## src/rtl/pcli_pkg.sv

```systemverilog
// ----------------------------------------------------------------------------
// pcli_pkg
// Types and constants shared by the patch code line interpreter.
// ----------------------------------------------------------------------------
package pcli_pkg;

    // Status codes carried in the result beat
    localparam logic [3:0] ST_OK         = 4'd0;
    localparam logic [3:0] ST_WRITE      = 4'd1;
    localparam logic [3:0] ST_COUNT      = 4'd2;
    localparam logic [3:0] ST_OPCODE     = 4'd3;
    localparam logic [3:0] ST_ORDER      = 4'd4;
    localparam logic [3:0] ST_SIZE       = 4'd5;
    localparam logic [3:0] ST_RESERVED   = 4'd6;
    localparam logic [3:0] ST_RANGE      = 4'd7;
    localparam logic [3:0] ST_UNFINISHED = 4'd8;
    localparam logic [3:0] ST_FAILED     = 4'd9;

    // Opcode match patterns on the first code word
    localparam logic [31:0] MASK_WIDE  = 32'hF0FF_0000;
    localparam logic [31:0] MASK_SET   = 32'hFFFF_0000;
    localparam logic [31:0] OP_DIRECT  = 32'h0007_0000;
    localparam logic [31:0] OP_SET_OFS = 32'h4007_0000;
    localparam logic [31:0] OP_VALUE   = 32'h600F_0000;

    // Word counts a line may carry
    localparam logic [3:0] CNT_SHORT = 4'd3;
    localparam logic [3:0] CNT_LONG  = 4'd4;

    // Legal value sizes in bytes
    localparam logic [3:0] SZ_1 = 4'd1;
    localparam logic [3:0] SZ_2 = 4'd2;
    localparam logic [3:0] SZ_4 = 4'd4;
    localparam logic [3:0] SZ_8 = 4'd8;

    typedef struct packed {
        logic [31:0] word_a;
        logic [31:0] word_b;
        logic [31:0] word_c;
        logic [31:0] word_d;
        logic [3:0]  word_count;
        logic        last_line;
    } t_in_item;

    typedef struct packed {
        logic [3:0]  status;
        logic        write_valid;
        logic [31:0] write_offset;
        logic [63:0] write_data;
        logic [3:0]  write_bytes;
        logic        list_ok;
    } t_out_item;

    // Pending set-offset state carried between lines
    typedef struct packed {
        logic        offset_pending;
        logic [31:0] held_offset;
    } t_line_state;

    // Decode outcome: next pending state and sticky failure
    typedef struct packed {
        t_line_state line;
        logic        failed;
    } t_step;

endpackage

```

## src/rtl/pcli_in_stage.sv

```systemverilog
// ----------------------------------------------------------------------------
// pcli_in_stage
// Input register: captures one line beat and holds it until decode advances.
// ----------------------------------------------------------------------------
module pcli_in_stage
    import pcli_pkg::*;
(
    input  logic     i_clk,
    input  logic     i_rst_n,
    input  logic     i_in_valid,
    output logic     o_in_stall,
    input  t_in_item i_in_item,
    input  logic     i_advance,
    output logic     o_vld,
    output t_in_item o_item
);

    logic     r_vld;
    logic     n_vld;
    t_in_item r_item;
    logic     take;

    // Stall only when the held beat cannot move on this cycle
    assign o_in_stall = r_vld && !i_advance;
    assign take       = i_in_valid && !o_in_stall;

    always_comb begin
        n_vld = r_vld;
        if (take) begin
            n_vld = 1'b1;
        end else if (i_advance) begin
            n_vld = 1'b0;
        end
    end

    always_ff @(posedge i_clk) begin
        if (!i_rst_n) begin
            r_vld <= 1'b0;
        end else begin
            r_vld <= n_vld;
        end
    end

    // Payload needs no reset
    always_ff @(posedge i_clk) begin
        if (take) begin
            r_item <= i_in_item;
        end
    end

    assign o_vld  = r_vld;
    assign o_item = r_item;

endmodule

```

## src/rtl/pcli_decode.sv

```systemverilog
// ----------------------------------------------------------------------------
// pcli_decode
// Line decode: opcode and size checks, ordering, range check, write build.
// ----------------------------------------------------------------------------
module pcli_decode
    import pcli_pkg::*;
(
    input  t_in_item    i_item,
    input  t_line_state i_state,
    input  logic        i_failed,
    input  logic [31:0] i_image_size,
    output t_out_item   o_result,
    output t_step       o_next
);

    logic [3:0]  size;
    logic        cnt_ok;
    logic        size_ok;
    logic        cnt_size_ok;
    logic [3:0]  value_err;
    logic        op_direct;
    logic        op_set;
    logic        op_value;
    logic [31:0] off_sel;
    logic [32:0] end_sum;
    logic        range_bad;
    logic [3:0]  err;
    logic        wr;
    logic        set_ok;
    logic [63:0] data_mask;
    logic [3:0]  status;

    // Field decode
    assign size      = i_item.word_a[27:24];
    assign cnt_ok    = (i_item.word_count == CNT_SHORT) || (i_item.word_count == CNT_LONG);
    assign op_direct = (i_item.word_a & MASK_WIDE) == OP_DIRECT;
    assign op_set    = (i_item.word_a & MASK_SET) == OP_SET_OFS;
    assign op_value  = (i_item.word_a & MASK_WIDE) == OP_VALUE;

    assign size_ok     = (size == SZ_1) || (size == SZ_2) || (size == SZ_4) || (size == SZ_8);
    assign cnt_size_ok = (size == SZ_8) ? (i_item.word_count == CNT_LONG)
                                        : (i_item.word_count == CNT_SHORT);
    assign value_err   = !size_ok ? ST_SIZE : (!cnt_size_ok ? ST_COUNT : ST_OK);

    // Bounds check without 32-bit wrap
    assign off_sel   = op_direct ? i_item.word_b : i_state.held_offset;
    assign end_sum   = {1'b0, off_sel} + {29'd0, size};
    assign range_bad = end_sum > {1'b0, i_image_size};

    // Error priority follows the line checks in order
    always_comb begin
        err    = ST_OK;
        wr     = 1'b0;
        set_ok = 1'b0;
        priority if (!cnt_ok) begin
            err = ST_COUNT;
        end else if (op_direct) begin
            if (i_state.offset_pending) begin
                err = ST_ORDER;
            end else if (value_err != ST_OK) begin
                err = value_err;
            end else if (range_bad) begin
                err = ST_RANGE;
            end else begin
                wr = 1'b1;
            end
        end else if (op_set) begin
            if (i_state.offset_pending) begin
                err = ST_ORDER;
            end else if (i_item.word_count != CNT_SHORT) begin
                err = ST_COUNT;
            end else if (i_item.word_b != 32'd0) begin
                err = ST_RESERVED;
            end else begin
                set_ok = 1'b1;
            end
        end else if (op_value) begin
            if (!i_state.offset_pending) begin
                err = ST_ORDER;
            end else if (value_err != ST_OK) begin
                err = value_err;
            end else if (range_bad) begin
                err = ST_RANGE;
            end else begin
                wr = 1'b1;
            end
        end else begin
            err = ST_OPCODE;
        end
    end

    // Keep only the low bytes of the value
    always_comb begin
        unique case (size)
            SZ_1:    data_mask = 64'h0000_0000_0000_00FF;
            SZ_2:    data_mask = 64'h0000_0000_0000_FFFF;
            SZ_4:    data_mask = 64'h0000_0000_FFFF_FFFF;
            default: data_mask = 64'hFFFF_FFFF_FFFF_FFFF;
        endcase
    end

    // Status and result beat
    always_comb begin
        if (i_failed) begin
            status = ST_FAILED;
        end else if (err != ST_OK) begin
            status = err;
        end else if (wr) begin
            status = ST_WRITE;
        end else if (set_ok && i_item.last_line) begin
            status = ST_UNFINISHED;
        end else begin
            status = ST_OK;
        end

        o_result              = '0;
        o_result.status       = status;
        o_result.list_ok      = i_item.last_line && ((status == ST_OK) || (status == ST_WRITE));
        if (!i_failed && wr) begin
            o_result.write_valid  = 1'b1;
            o_result.write_offset = off_sel;
            o_result.write_bytes  = size;
            o_result.write_data   = (size == SZ_8) ? {i_item.word_c, i_item.word_d}
                                                   : ({32'd0, i_item.word_c} & data_mask);
        end
    end

    // Next pending state; errors leave it untouched
    always_comb begin
        o_next.line   = i_state;
        o_next.failed = i_failed || (err != ST_OK) || (set_ok && i_item.last_line);
        if (!i_failed && (err == ST_OK)) begin
            if (wr) begin
                o_next.line.offset_pending = 1'b0;
                o_next.line.held_offset    = 32'd0;
            end else if (set_ok) begin
                o_next.line.offset_pending = 1'b1;
                o_next.line.held_offset    = i_item.word_c;
            end
        end
    end

endmodule

```

## src/rtl/patch_code_line_interpreter_unit.sv

```systemverilog
// ----------------------------------------------------------------------------
// patch_code_line_interpreter_unit
// Decodes patch lines into write commands with sticky errors.
// ----------------------------------------------------------------------------
// Usage:
//   Input channel (i_in_valid / o_in_stall / i_in_item): one beat per patch
//   line. Output channel (o_out_valid / i_out_stall / o_out_item): exactly one
//   result beat per line, in order, carrying status and an optional write.
//   Config channel (i_cfg_valid / o_cfg_ready / i_cfg_data): image size in
//   bytes; always ready, write it only while no line is in flight.
//   A line taken sits in the input register; its result is loaded into the
//   output register when decode advances, and o_out_valid then rises.
//   Throughput: one line per cycle while the receiver does not stall. The
//   limit is the pending-offset and failure state, read and updated per line.
//   Receiver stall: the result holds in the output register while one more
//   line waits in the input register; only then is o_in_stall raised.
//   Reset: clears both valid flags, the pending offset, the sticky failure
//   flag and the image size (zero, so every write is out of range).
// ----------------------------------------------------------------------------
module patch_code_line_interpreter_unit
    import pcli_pkg::*;
(
    input  logic        i_clk,
    input  logic        i_rst_n,
    input  logic        i_in_valid,
    output logic        o_in_stall,
    input  t_in_item    i_in_item,
    output logic        o_out_valid,
    input  logic        i_out_stall,
    output t_out_item   o_out_item,
    input  logic        i_cfg_valid,
    output logic        o_cfg_ready,
    input  logic [31:0] i_cfg_data
);

    logic        stg_vld;
    t_in_item    stg_item;
    logic        advance;
    t_out_item   dec_result;
    t_step       dec_next;

    logic [31:0] r_image_size;
    t_line_state r_state;
    logic        r_failed;
    logic        r_out_vld;
    logic        n_out_vld;
    t_out_item   r_out_item;

    // Decode advances whenever the output register is free or draining
    assign advance = stg_vld && !(r_out_vld && i_out_stall);

    pcli_in_stage u_in_stage (
        .i_clk      (i_clk),
        .i_rst_n    (i_rst_n),
        .i_in_valid (i_in_valid),
        .o_in_stall (o_in_stall),
        .i_in_item  (i_in_item),
        .i_advance  (advance),
        .o_vld      (stg_vld),
        .o_item     (stg_item)
    );

    pcli_decode u_decode (
        .i_item       (stg_item),
        .i_state      (r_state),
        .i_failed     (r_failed),
        .i_image_size (r_image_size),
        .o_result     (dec_result),
        .o_next       (dec_next)
    );

    // Config register
    assign o_cfg_ready = 1'b1;

    always_ff @(posedge i_clk) begin
        if (!i_rst_n) begin
            r_image_size <= 32'd0;
        end else if (i_cfg_valid && o_cfg_ready) begin
            r_image_size <= i_cfg_data;
        end
    end

    // Pending state and sticky failure update once per decoded line
    always_ff @(posedge i_clk) begin
        if (!i_rst_n) begin
            r_state  <= '0;
            r_failed <= 1'b0;
        end else if (advance) begin
            r_state  <= dec_next.line;
            r_failed <= dec_next.failed;
        end
    end

    // Output register
    always_comb begin
        n_out_vld = r_out_vld;
        if (advance) begin
            n_out_vld = 1'b1;
        end else if (!i_out_stall) begin
            n_out_vld = 1'b0;
        end
    end

    always_ff @(posedge i_clk) begin
        if (!i_rst_n) begin
            r_out_vld <= 1'b0;
        end else begin
            r_out_vld <= n_out_vld;
        end
    end

    always_ff @(posedge i_clk) begin
        if (advance) begin
            r_out_item <= dec_result;
        end
    end

    assign o_out_valid = r_out_vld;
    assign o_out_item  = r_out_item;

    // Checks
    a_write_status: assert property (@(posedge i_clk) disable iff (!i_rst_n)
        o_out_valid && o_out_item.write_valid |-> o_out_item.status == ST_WRITE)
        else $error("write issued with non-write status");

    a_write_bytes: assert property (@(posedge i_clk) disable iff (!i_rst_n)
        o_out_valid && o_out_item.write_valid |->
            (o_out_item.write_bytes == SZ_1) || (o_out_item.write_bytes == SZ_2) ||
            (o_out_item.write_bytes == SZ_4) || (o_out_item.write_bytes == SZ_8))
        else $error("write with illegal byte count");

    a_sticky_fail: assert property (@(posedge i_clk) disable iff (!i_rst_n)
        r_failed && advance |=> o_out_valid && o_out_item.status == ST_FAILED
            && !o_out_item.write_valid && r_failed)
        else $error("line after failure not reported as failed");

    a_list_ok: assert property (@(posedge i_clk) disable iff (!i_rst_n)
        o_out_valid && o_out_item.list_ok |->
            (o_out_item.status == ST_OK) || (o_out_item.status == ST_WRITE))
        else $error("list_ok raised on error status");

endmodule
```

## config.mk

```make
export PLATFORM = sky130hd
export DESIGN_NAME = patch_code_line_interpreter_unit
export DESIGN_NICKNAME = d
export VERILOG_FILES = /design/src/rtl/pcli_pkg.sv /design/src/rtl/pcli_in_stage.sv /design/src/rtl/pcli_decode.sv /design/src/rtl/patch_code_line_interpreter_unit.sv
export SDC_FILE = /design/constraint.sdc
export NUM_CORES = 1
export LEC_CHECK = 0
export BUFFER_PORTS_ARGS = -buffer_cell sky130_fd_sc_hd__buf_2
export CAP_MARGIN = 5
export CELL_PAD_IN_SITES_DETAIL_PLACEMENT = 0
export CELL_PAD_IN_SITES_GLOBAL_PLACEMENT = 1
export CORE_MARGIN = 5
export CORE_UTILIZATION = 46
export DETAILED_ROUTE_END_ITERATION = 16
export PLACE_DENSITY_LB_ADDON = 0.1
export SYNTH_ARGS = -nofsm -noshare
export SYNTH_HDL_FRONTEND = slang
export SYNTH_SLANG_ARGS = --single-unit
```

## constraint.sdc

```tcl
create_clock -name i_clk -period 28.3 [get_ports i_clk]
set_input_delay 2.83 -clock i_clk [delete_from_list [all_inputs] [get_ports i_clk]]
set_output_delay 2.83 -clock i_clk [all_outputs]
set_load 0.02 [all_outputs]
```

==> results.md <==
- Run status: complete, no violations
- Number of flops mapped to enable cells by yosys: ~220
- Maxcap violations: 0
- WP data arrival: about 9.2 ns
- Clock Sinks: 291
- Final Util: 56.1%
- Final wirelength: between 30,000 and 40,000 µm
- Die width: ~180 µm
- Critical Path Source: u_in_stage.o_item[123]
- CORE AREA: 28,800 µm²
- DP Wirelength: roughly 25,000 µm
- Hold_ws: 0.468 ns
- Worst-margin pin slew: ~1.2 ns
- Area growth syn-to-layout: 19.9%
- Total grt overflow: 0
- Clk slew on worst S/H paths: around 0.060 ns
- Mapped Area: 13,500 µm²
- Final Hold Fails: 0
- Mapped Nets: around 1,300
- Final Instance Count excl. Fillers: between 1,500 and 2,000
- I/O pin cnt: 279
- First-pass detailed-route iteration total: 5
- Global-route wire length before repair: between 50,000 and 60,000 µm
- Async SR Flop Fraction: 0%
- Layout fillers: 2,508
- H-tree levels: 1
- Setup TNS: 0 ns
- ANT nets after route: 0
- Comb pwr share: 6.8%
- Clock power frac: 41.8%
- Pin count of the biggest net entering global routing: 68
- Share of cells above drive strength 1: 25.5%
- CTS buffer count: 31
- Kind of critical path: reg -> reg
- PostCTS Resize Cnt: 0
- R2R Path Start: u_in_stage.o_item[123]
- Final min period: a little under 9 ns
- P per Cell Area: 59.3 nW/µm²
- Average wire per standard cell: between 20 and 25 µm
- Critical path peak fanout: 40
- Sequential-to-total area share from yosys stat: 59.8%
- Final max-slew violation count: 0
- Synth area leader: edfxtp_1
- Later-pin clock latency in the skew report: 0.57 ns
- CTS tree: yes
- Rows: 62
- Yosys cell types: 67
- Iteration-0 DRC Markers: 572
- Most common cell after layout, fill and taps aside: buf_2
- Overall die area: 32,800 µm²
- Clk_skew: 0.0117 ns
- Switching pwr: approximately 0.00022 W
- #FFs+latches synth: 291
- Initial antenna violation count: 1
- Port bufs: 261
- Dominant cells by area after synthesis: edfxtp_1 (50%), dfxtp_1 (10%), mux2i_1 (7.9%), ha_1 (3.3%), a211oi_1 (3.3%)
- Leakage Power: 6.48 nW
- Final setup viols: 0
- Global-route usage over all layers: 20.8%
- Drt drc: 0
- Tightest Hold Check Type: reg -> reg
- Initial Util: 46.8%
- Synth Warn #: 0
- Root Buffer: clkbuf_16
- Mean Syn Cell Area: between 10 and 15 µm²
- Cts hold-fix bufs: 0
- Cell internal pwr: 0.000739 W
- DR vias/cell: approximately 5.4
- Post-synth top area share: approximately 50%
- Max-Slew Margin vs Limit: 22.8%
- GP Congestion: 0.849
- Hold wc startpoint: r_state[0]
- CP startpoint kind: flop
- Number of global-route vias before repair: 9,439
- Maximum vdd drop: 45.7 µV
- Cell count after synthesis: between 1,000 and 1,500
- Worst Setup End Kind: flop
- Net Sw Frac: ~23%
- Fin crit share: 31.3%
- Die Y-Extent: around 180 µm
- Sequential share of power: 51.3%
- Vias: roughly 9,500
- Top FF cell, synth: edfxtp_1
- Critical path required time: 28.62 ns
- Post-CTS Setup Bufs: 0
- Maximum clock path buffer count: 3
- RSZ-0062 raised after global routing: false
- Most frequent cells in the layout: buf_2 (261), edfxtp_1 (223), nand2_1 (110)
- DP Cell Count: ~1,700
- Fmax: 113 MHz
- NumNets Final: 1,548
metal layers:
layer  wire [µm]  GRT usage (%)  part of all wire [%]  vias up
li1            -              -                     -     4605
met4         748           4.35                   2.1        2
met5          13              0                 0.037        -
met2       16200           33.0                    46      312
met1       15700           29.3                    44     4488
met3        2700           5.17                   7.6       46
sequential cells by signal, summed over array words and instances (netlist names):
register,cells
r_image_size,32
o_out_valid,1
u_in_stage.o_item,117
o_out_item,106
r_failed,1
r_state,33
u_in_stage.o_vld,1
area by class of cell:
cell class	instances	area [µm²]	area share [%]
Timing Repair Buffer	274	1400	8.69
Antenna cell	1	2.50	0.0155
Inverter	47	176	1.09
Clock buffer	40	840	5.20
Clock inverter	18	175	1.08
Sequential cell	291	8060	49.9
Tap cell	384	480	2.97
Multi-Input combinational cell	696	5020	31.1
through the flow:
step	cell area (µm²)	total power [W]	setup WS, ns
after floorplan	13500	0.000538	16.43
after global placement	15100	0.000565	19.42
after detailed placement	15100	0.000566	19.38
after CTS	16200	0.000967	19.35
after global routing	16200	0.000993	18.83
final	16200	0.000957	19.44
power groups by stage:
stage / Sequential, W / Combinational (W) / Clock [W]
6_report: 0.000491 / 0.0000651 / 0.000401
5_1_grt: 0.000493 / 0.0000719 / 0.000427
4_1_cts: 0.000491 / 0.0000660 / 0.000410
3_5_place_dp: 0.000500 / 0.0000658 / 0
3_3_place_gp: 0.000500 / 0.0000650 / 0
2_1_floorplan: 0.000506 / 0.0000317 / 0
worst max-delay path: stages, from the launching register on:
cell	delay, ns
edfxtp_1	0.38
nor4b_2	0.42
and4_2	0.77
buf_4	0.54
mux2i_1	0.29
inv_1	0.07
ha_1	0.21
fa_1	0.40
a21o_1	0.20
a21oi_1	0.60
nor2_1	0.11
a32o_2	0.37
nand2_1	0.21
nor2_1	0.09
xnor2_1	0.15
mux2i_1	0.10
ha_1	0.32
nand4_1	0.15
nor3_1	0.44
o311ai_0	0.39
o211ai_1	0.32
nor2b_1	0.42
o21ai_1	0.10
a221o_2	0.63
buf_4	0.41
a211oi_1	0.45
logic make-up after synthesis:
group | share of synthesized area [%]
AO/OA/AOI/OAI | 9.97
XOR/XNOR | 3.12
adder cells (fa/ha/maj) | 3.49
buffers and inverters | 3.36
flip-flops | 59.8
multiplexers | 8.13
other | 0.0278
AND/OR/NAND/NOR | 12.1
path summary, 6_finish.rpt:
kind / cells past startpoint / to / slack [ns]
setup reg to reg: 25 / o_out_item[87] / 19.44
hold reg to reg: 2 / r_state[0] / 0.47
hold / removal: 2 / r_state[0] / 0.47
setup / recovery: 25 / o_out_item[87] / 19.44
Yosys cell counts (all sizes together) (2+ instances only):
cell type  count
a2111o         2
xor2          31
edfxtp       223
or2            2
a221oi         8
nand2        110
a211oi        61
a21o           9
ha            36
and4          10
o21ai         14
nand3         22
a21boi         3
o31ai          3
o22ai          2
nor4b          5
nand4         22
nor2b          5
nor2          62
nand2b         3
mux2i        108
o21a           3
a2111oi        2
nor3b          4
or3            2
and3          42
nor4          11
a211o          2
inv           46
and2           7
xnor2         17
or4            3
a22oi         24
o211ai         3
nor3          12
dfxtp         68
a21oi         30
buf           30
clkbuf        35
Note: power is estimated with default switching activity, not from simulation.
